==> config.mk <==
export PLATFORM = sky130hd
export DESIGN_NAME = ams_alu
export DESIGN_NICKNAME = d
export VERILOG_FILES = /design/src/rtl/ams_pkg.sv /design/src/rtl/ams_alu.sv
export SDC_FILE = /design/constraint.sdc
export NUM_CORES = 1
export LEC_CHECK = 0
export ABC_AREA = 1
export BUFFER_PORTS_ARGS = -buffer_cell sky130_fd_sc_hd__buf_2
export CAP_MARGIN = 0
export CORE_MARGIN = 2
export CORE_UTILIZATION = 40
export CTS_CLUSTER_SIZE = 30
export DETAILED_ROUTE_END_ITERATION = 16
export HOLD_SLACK_MARGIN = 0.12
export PLACE_DENSITY = 0.6
export RECOVER_POWER = 25
export SYNTH_ARGS = -nofsm -noshare
export SYNTH_HDL_FRONTEND = slang
export SYNTH_SLANG_ARGS = --single-unit
export TNS_END_PERCENT = 50
==> constraint.sdc <==
create_clock -name clk -period 3.9 [get_ports clk]
set_input_delay 0.975 -clock clk [delete_from_list [all_inputs] [get_ports clk]]
set_output_delay 0.975 -clock clk [all_outputs]
set_load 0.02 [all_outputs]
==> src/rtl/ams_pkg.sv <==
// Shared types, constants and helper functions of the accumulator machine.
package ams_pkg;

    localparam int MEM_WORDS = 256;
    localparam int WORD_BITS = 32;
    localparam int ADDR_BITS = $clog2(MEM_WORDS);
    localparam int CNT_BITS  = $clog2(WORD_BITS + 1);
    localparam int IO_BITS   = 32;

    localparam logic [7:0] HALT_MARKER = 8'd99;

    typedef logic [WORD_BITS-1:0] word_t;
    typedef logic [ADDR_BITS-1:0] addr_t;
    typedef addr_t addr_table_t [256];

    typedef enum logic [7:0] {
        OP_ADD   = 8'd1,
        OP_SUB   = 8'd2,
        OP_MUL   = 8'd3,
        OP_DIV   = 8'd4,
        OP_LOAD  = 8'd5,
        OP_LDI   = 8'd6,
        OP_STORE = 8'd7,
        OP_INPUT = 8'd8,
        OP_OUT   = 8'd9,
        OP_HALT  = 8'd10,
        OP_JMP   = 8'd11,
        OP_JZ    = 8'd12,
        OP_JNZ   = 8'd13,
        OP_JLT   = 8'd14,
        OP_JLE   = 8'd15,
        OP_JGT   = 8'd16,
        OP_JGE   = 8'd17
    } opcode_t;

    typedef enum logic [1:0] {
        STAT_RUN      = 2'd0,
        STAT_HALT_OK  = 2'd1,
        STAT_HALT_BAD = 2'd2,
        STAT_DIV_ZERO = 2'd3
    } status_t;

    typedef enum logic [1:0] {
        ALU_ADD,
        ALU_SUB,
        ALU_MUL,
        ALU_DIV
    } alu_op_t;

    typedef struct packed {
        logic    start;
        alu_op_t op;
    } alu_req_t;

    typedef enum logic [2:0] {
        AL_IDLE,
        AL_ADD,
        AL_MUL,
        AL_NEGA,
        AL_NEGB,
        AL_DIV,
        AL_NEGQ,
        AL_DONE
    } alu_state_t;

    typedef enum logic [1:0] {
        SQ_IDLE,
        SQ_EXEC,
        SQ_ALU,
        SQ_DONE
    } seq_state_t;

    // Operand addresses wrap modulo the memory depth.
    function automatic addr_table_t build_addr_table();
        addr_table_t t;
        for (int i = 0; i < 256; i++)
        begin
            t[i] = ADDR_BITS'(i % MEM_WORDS);
        end
        return t;
    endfunction

    localparam addr_table_t ADDR_TABLE = build_addr_table();

    function automatic word_t io_to_word(logic signed [IO_BITS-1:0] v);
        return WORD_BITS'(v);
    endfunction

    function automatic logic [IO_BITS-1:0] word_to_io(word_t w);
        return IO_BITS'(signed'(w));
    endfunction

endpackage

==> src/rtl/ams_alu.sv <==
// Iterative arithmetic unit: add, subtract, shift-add multiply and restoring divide.
module ams_alu
    import ams_pkg::*;
(
    input  logic     clk,
    input  logic     rst_n,
    input  alu_req_t req,
    input  word_t    a,
    input  word_t    b,
    output logic     done,
    output word_t    result
);

    alu_state_t            state_reg, state_next;
    logic [CNT_BITS-1:0]   cnt_reg, cnt_next;
    alu_op_t               op_reg, op_next;
    logic                  neg_reg, neg_next;
    word_t                 x_reg, x_next;
    word_t                 y_reg, y_next;
    word_t                 p_reg, p_next;

    logic [WORD_BITS:0]    ax;
    logic [WORD_BITS:0]    ay;
    logic                  cin;
    logic [WORD_BITS+1:0]  sum;
    logic                  carry;
    logic                  last;

    assign sum   = {1'b0, ax} + {1'b0, ay} + {{(WORD_BITS+1){1'b0}}, cin};
    assign carry = sum[WORD_BITS+1];
    assign last  = (cnt_reg == CNT_BITS'(1));

    always_comb
    begin
        ax  = '0;
        ay  = '0;
        cin = 1'b0;
        unique case (state_reg)
            AL_ADD:
            begin
                ax  = {1'b0, x_reg};
                ay  = (op_reg == ALU_SUB) ? {1'b0, ~y_reg} : {1'b0, y_reg};
                cin = (op_reg == ALU_SUB);
            end
            AL_MUL:
            begin
                ax = {1'b0, p_reg};
                ay = {1'b0, x_reg};
            end
            AL_NEGA:
            begin
                ay  = {1'b0, ~x_reg};
                cin = 1'b1;
            end
            AL_NEGB:
            begin
                ay  = {1'b0, ~y_reg};
                cin = 1'b1;
            end
            AL_DIV:
            begin
                ax  = {p_reg, x_reg[WORD_BITS-1]};
                ay  = ~{1'b0, y_reg};
                cin = 1'b1;
            end
            AL_NEGQ:
            begin
                ay  = neg_reg ? {1'b0, ~x_reg} : {1'b0, x_reg};
                cin = neg_reg;
            end
            default:
            begin
                ax  = '0;
            end
        endcase
    end

    always_comb
    begin
        state_next = state_reg;
        unique case (state_reg)
            AL_IDLE:
            begin
                if (req.start)
                begin
                    unique case (req.op)
                        ALU_ADD, ALU_SUB: state_next = AL_ADD;
                        ALU_MUL:          state_next = AL_MUL;
                        default:          state_next = AL_NEGA;
                    endcase
                end
            end
            AL_ADD:  state_next = AL_DONE;
            AL_MUL:  state_next = last ? AL_DONE : AL_MUL;
            AL_NEGA: state_next = AL_NEGB;
            AL_NEGB: state_next = AL_DIV;
            AL_DIV:  state_next = last ? AL_NEGQ : AL_DIV;
            AL_NEGQ: state_next = AL_DONE;
            default: state_next = AL_IDLE;
        endcase
    end

    always_comb
    begin
        cnt_next = cnt_reg;
        op_next  = op_reg;
        neg_next = neg_reg;
        x_next   = x_reg;
        y_next   = y_reg;
        p_next   = p_reg;
        unique case (state_reg)
            AL_IDLE:
            begin
                if (req.start)
                begin
                    x_next   = a;
                    y_next   = b;
                    p_next   = '0;
                    cnt_next = CNT_BITS'(WORD_BITS);
                    op_next  = req.op;
                    neg_next = a[WORD_BITS-1] ^ b[WORD_BITS-1];
                end
            end
            AL_ADD:
            begin
                p_next = sum[WORD_BITS-1:0];
            end
            AL_MUL:
            begin
                if (y_reg[0])
                begin
                    p_next = sum[WORD_BITS-1:0];
                end
                x_next   = {x_reg[WORD_BITS-2:0], 1'b0};
                y_next   = {1'b0, y_reg[WORD_BITS-1:1]};
                cnt_next = cnt_reg - CNT_BITS'(1);
            end
            AL_NEGA:
            begin
                if (x_reg[WORD_BITS-1])
                begin
                    x_next = sum[WORD_BITS-1:0];
                end
            end
            AL_NEGB:
            begin
                if (y_reg[WORD_BITS-1])
                begin
                    y_next = sum[WORD_BITS-1:0];
                end
            end
            AL_DIV:
            begin
                p_next   = carry ? sum[WORD_BITS-1:0] : ax[WORD_BITS-1:0];
                x_next   = {x_reg[WORD_BITS-2:0], carry};
                cnt_next = cnt_reg - CNT_BITS'(1);
            end
            AL_NEGQ:
            begin
                p_next = sum[WORD_BITS-1:0];
            end
            default:
            begin
                p_next = p_reg;
            end
        endcase
    end

    always_ff @(posedge clk or negedge rst_n)
    begin
        if (!rst_n)
        begin
            state_reg <= AL_IDLE;
            cnt_reg   <= '0;
        end
        else
        begin
            state_reg <= state_next;
            cnt_reg   <= cnt_next;
        end
    end

    always_ff @(posedge clk)
    begin
        op_reg  <= op_next;
        neg_reg <= neg_next;
        x_reg   <= x_next;
        y_reg   <= y_next;
        p_reg   <= p_next;
    end

    assign done   = (state_reg == AL_DONE);
    assign result = p_reg;

endmodule

# Yosys cells after proc, flatten, opt, wreduce, memory -nomap -nowiden
# Index checks and enable logic that the tools add are counted.
# W data, S select, Z words.
# classes
bitwise	4
reduce_logical	17
n_eq_ne	15
n_addsub	3
mux	22
# ops
op	n
$mux W32	9
$pmux W32 S4	2
$pmux W33 S6	1
$pmux W33 S3	1
$pmux W32 S3	1
$not A32 Y32	2
$add A33 B33 Y34	1
$add A34 B1 Y34	1
$not A32 Y33	1
$pmux W3 S6	1
$eq A3 B3 Y1 const B	4
$pmux W6 S2	1
$reduce_and A3 Y1	3
$ne A2 B2 Y1 const B	4
$reduce_and A2 Y1	4
$reduce_bool A4 Y1	2
$eq A3 B2 Y1 const B	2
$eq A6 B1 Y1 const B	1
$mux W3	2
$mux W6	1
$reduce_or A2 Y1	3
$sub A6 B1 Y6 const B	1
$eq A2 B1 Y1 const B	2
$pmux W2 S2	1
other kinds (10)	10
# totals
output_inout_bits	33
wordCells	70
in_bits	69
ff_bits	108

# Logic depth before layout (Yosys ltp)
# logic_depth
word_depth	7
ltp_mapped	26
depth_no_buf	24

# Least setup slack after synthesis
# OpenSTA, ideal clock, no wires.
# synth_path
path_kind	in2reg
from	in req[2] in the netlist's numbering
to	reg x_reg[0] (enable)
slack_ns	0.596
arrival_ns	2.875
path_buffers	0
path_stages	4
setup_time_ns	0.430
required_ns	3.470
path_cell_list	inv_1 > nor2_1 > inv_1 > a21oi_1
# synth_via
elab_chain_cells	2
# synth_lines
element	line	rtl
from (decl)	ams_alu.sv:7	input alu_req_t req,
$ne A2 B2 Y1 (no line)	-	
$reduce_and A3 Y1 (no line)	-	
to (signal assigned)	ams_alu.sv:187	x_reg <= x_next;
to (decl)	ams_alu.sv:18	word_t x_reg, x_next;
# Every way passes these cells.
# A chain may end at the register's enable or synchronous reset.

# Worst setup path in the final report
# layout_path
from	reg state_reg[1]
to	reg p_reg[19], in the netlist result[19], data pin
# layout_via
elab_chain_cells	6
elab_cells_between_ends	17
classes_between	2 x add/sub; 6 x eq/ne; 6 x mux; 3 x reduce/logical
# layout_lines
element	line	rtl
from (decl)	ams_alu.sv:14	alu_state_t state_reg, state_next;
from (signal assigned)	ams_alu.sv:178	state_reg <= state_next;
$eq A3 B3 Y1 (tied with other cells)	ams_alu.sv:38, ams_alu.sv:111	
$pmux W33 S6 (tied with other cells)	ams_alu.sv:38	unique case (state_reg)
$add A33 B33 Y34 or $pmux W1 S3 (tied branches)	ams_alu.sv:29, ams_alu.sv:38	
$add A34 B1 Y34	ams_alu.sv:29	assign sum = {1'b0, ax} + {1'b0, ay} + {{(WORD_BITS+1){1'b0}}, cin};
$mux W32, on equally long branches	ams_alu.sv:154, ams_alu.sv:130	
$pmux W32 S4 (*)	ams_alu.sv:111	unique case (state_reg)
named net p_next[19]	ams_alu.sv:20	word_t p_reg, p_next;
to (signal assigned)	ams_alu.sv:189	p_reg <= p_next;
to (decl)	ams_alu.sv:20	
# The timed path passes the listed nets; every way through them passes the cells marked *. The select of a mux whose other input is x is not followed.

==> impl_metrics.json <==
{
  "grt_start_max_net_pins": 38,
  "average_cell_area_after_synthesis_sq_um": 6.99,
  "ys_async_sr_fraction_pct": 8.33,
  "crit_path_end_kind": "register",
  "globalRouteTotalUtil_pct": 26.8,
  "via_count_of_the_first_global_routing_pass": 8877,
  "final_common_cell": "sky130_fd_sc_hd__nand2_1",
  "cts_hold_buffers": 0,
  "synth-seq-cells": 108,
  "grt_pass1_wl_microns": 50200,
  "netlist_instances": 1304,
  "finalSetupViolations": 0,
  "worstSetupPathType": "reg -> reg",
  "min_period_over_period_pct": 92.0,
  "gp_congestion": 0.976,
  "finClkSkew_ns": 0.00902,
  "pin_count": 102,
  "core.rowCount": 55,
  "drive_gt1_share_pct": 13.8,
  "area_growth_syn_to_layout_pct": 15.2,
  "data_arrival_time_of_the_worst_path_ns": 3.70,
  "tightest_slew_ns": 2.27,
  "detailedRoute.firstPassIterationCount": 6,
  "detail_route.drc_violations": 0,
  "yosysSeqAreaShare_pct": 35.1,
  "cts.root.buffer_cell": "sky130_fd_sc_hd__clkbuf_16",
  "start_kind": "register",
  "clock.fmax_mhz": 279,
  "synth_enable_flop_cells": 99,
  "count_of_cells_along_the_worst_register_to_register_path": 19,
  "status": "finished, violations left",
  "clk-insertion-delay-late_ns": 0.36,
  "cts_inserted_buffers": 9,
  "die_h_microns": 155,
  "timing.rr.start": "state_reg[1]",
  "worst_setup_path_startpoint": "state_reg[1]",
  "synthesis.nets": 1409,
  "route.final.wire_length_microns": 32500,
  "via_per_inst": 5.40,
  "start_util_pct": 40.5,
  "timing.hold.worst.class": "reg -> reg",
  "netlist_area_sq_um": 9120,
  "timing.final.crit_period_ns": 3.59,
  "slew-limit-headroom_pct": -51.5,
  "num_vias": 9253,
  "cap_violations": 1,
  "tritoncts": "yes",
  "core_sq_um": 22500,
  "clk_transition_reported_paths_ns": 0.07,
  "cts_max_level": 3,
  "cts-root-to-sink-buffers": 2,
  "postSynth.topFlopCell": "sky130_fd_sc_hd__edfxtp_1",
  "violations": "max-capacitance violations, max-slew violations",
  "dieArea_sq_um": 24000,
  "finalMaxSlewViolations": 33,
  "grt_setup_unrepaired": "false",
  "hold_violations": 0,
  "grt_remaining_overflow": 0,
  "crit_required_ns": 4.01,
  "dpl.hpwl_microns": 23700,
  "wl_per_cell_microns": 18.9,
  "yosysUniqueCellTypes": 48,
  "layout_common_cells": "sky130_fd_sc_hd__nand2_1, sky130_fd_sc_hd__inv_1, sky130_fd_sc_hd__edfxtp_1",
  "detail_route_antenna_nets": 0,
  "path_max_fanout": 29,
  "regToRegEndpoint": "result[19]",
  "place.port_buffers": 101,
  "ys.warnings.count": 0,
  "insertedDiodeCount": 0,
  "hold_depth": 1,
  "detailedRoute.firstIterationViolations": 795,
  "cts_sinks": 108,
  "initial_antenna_violation_count": 0,
  "reg2reg_setup_slack_ns": 0.31,
  "dieWidth_microns": 155,
  "final.setup.tns_ns": 0,
  "capturing_element_of_the_worst_setup_path": "result[19]",
  "finalNetCount": 1530
}
metrics by stage:
stage / worst slack (ns) / util [%] / instances / hold WS (ns) / cell area, sq um
floorplan: 0.596 / - / 1304 / 0.467 / 9120
global placement: 0.270 / 45.3 / 1696 / 0.481 / 10200
detailed placement: 0.208 / 45.3 / 1696 / 0.488 / 10200
CTS: 0.137 / 46.6 / 1712 / 0.451 / 10500
global route: 0.0347 / 46.7 / 1715 / 0.551 / 10500
finish: 0.312 / 46.7 / 1715 / 0.502 / 10500
per-layer routing:
metal | vias to the layer above | part of all wire, % | GRT usage [%]
li1 | 4546 | - | -
met5 | - | 0 | 0
met2 | 376 | 46 | 43.3
met4 | 0 | 1.7 | 7.28
met1 | 4292 | 46 | 37.4
met3 | 39 | 6.8 | 4.01
synthesized netlist by cell type, drive strengths merged, types with 13 or more instances:
library cell	number	area share (%)
a22oi	40	3.3
edfxtp	99	33
o21ai	52	2.9
ha	34	4.7
o22ai	17	1.2
a221oi	17	1.6
a21oi	40	2.2
clkbuf	13	0.54
nand2	519	22
o211ai	26	2.1
nor2	106	5.4
buf	31	2.1
inv	173	7.1
xor2	18	1.7
nand3	65	3.7
area by class of cell:
class	instances	area, sq um
Clock inverter	4	28.8
Multi-Input combinational cell	981	5120
Clock buffer	12	268
Inverter	173	649
Fill cell	2374	12000
Timing Repair Buffer	152	886
Sequential cell	108	3200
Tap cell	285	357
how the worst min path moves through the flow:
stage	slack, ns	startpoint	end
after floorplan	0.47	cnt_reg[4]	cnt_reg[4]
after global placement	0.48	cnt_reg[4]	cnt_reg[4]
after detailed placement	0.49	cnt_reg[4]	cnt_reg[4]
after CTS	0.45	rst_n	state_reg[1]
after global routing	0.55	cnt_reg[4]	cnt_reg[4]
final	0.50	cnt_reg[4]	cnt_reg[4]
critical path, stage by stage (launching register included):
cell and delay [ns]:
sky130_fd_sc_hd__dfrtp_1 0.41, sky130_fd_sc_hd__nor2_1 0.18, sky130_fd_sc_hd__inv_1 0.09, sky130_fd_sc_hd__nor2_2 0.22
sky130_fd_sc_hd__inv_2 0.11, sky130_fd_sc_hd__nand2_1 0.15, sky130_fd_sc_hd__inv_2 0.06, sky130_fd_sc_hd__buf_12 0.16
sky130_fd_sc_hd__o21ai_0 0.23, sky130_fd_sc_hd__ha_1 0.32, sky130_fd_sc_hd__nand2_1 0.15, sky130_fd_sc_hd__inv_1 0.07
sky130_fd_sc_hd__nand2_1 0.07, sky130_fd_sc_hd__nand2_1 0.08, sky130_fd_sc_hd__a21oi_1 0.36, sky130_fd_sc_hd__nand4_1 0.24
sky130_fd_sc_hd__nand2_1 0.21, sky130_fd_sc_hd__nand2_1 0.08, sky130_fd_sc_hd__nand3_1 0.07, sky130_fd_sc_hd__nand2_1 0.07
timing repair:
action,in CTS,in global routing
hold endpoints to repair,0,0
setup buffers,0,1
gates resized for setup,0,13
setup endpoints to repair,0,56
kinds of logic after synthesis:
| logic type | share of synthesized area [%] |
|---|---|
| simple gates | 33.3 |
| buf+inv | 9.73 |
| xor+xnor | 1.73 |
| fa+ha+maj | 5.11 |
| compound gates | 15.1 |
| flops | 35.1 |
Power is left out: the tool's default activity adds up to more than one toggle a clock period on the data nets, which glitch-free logic cannot reach.
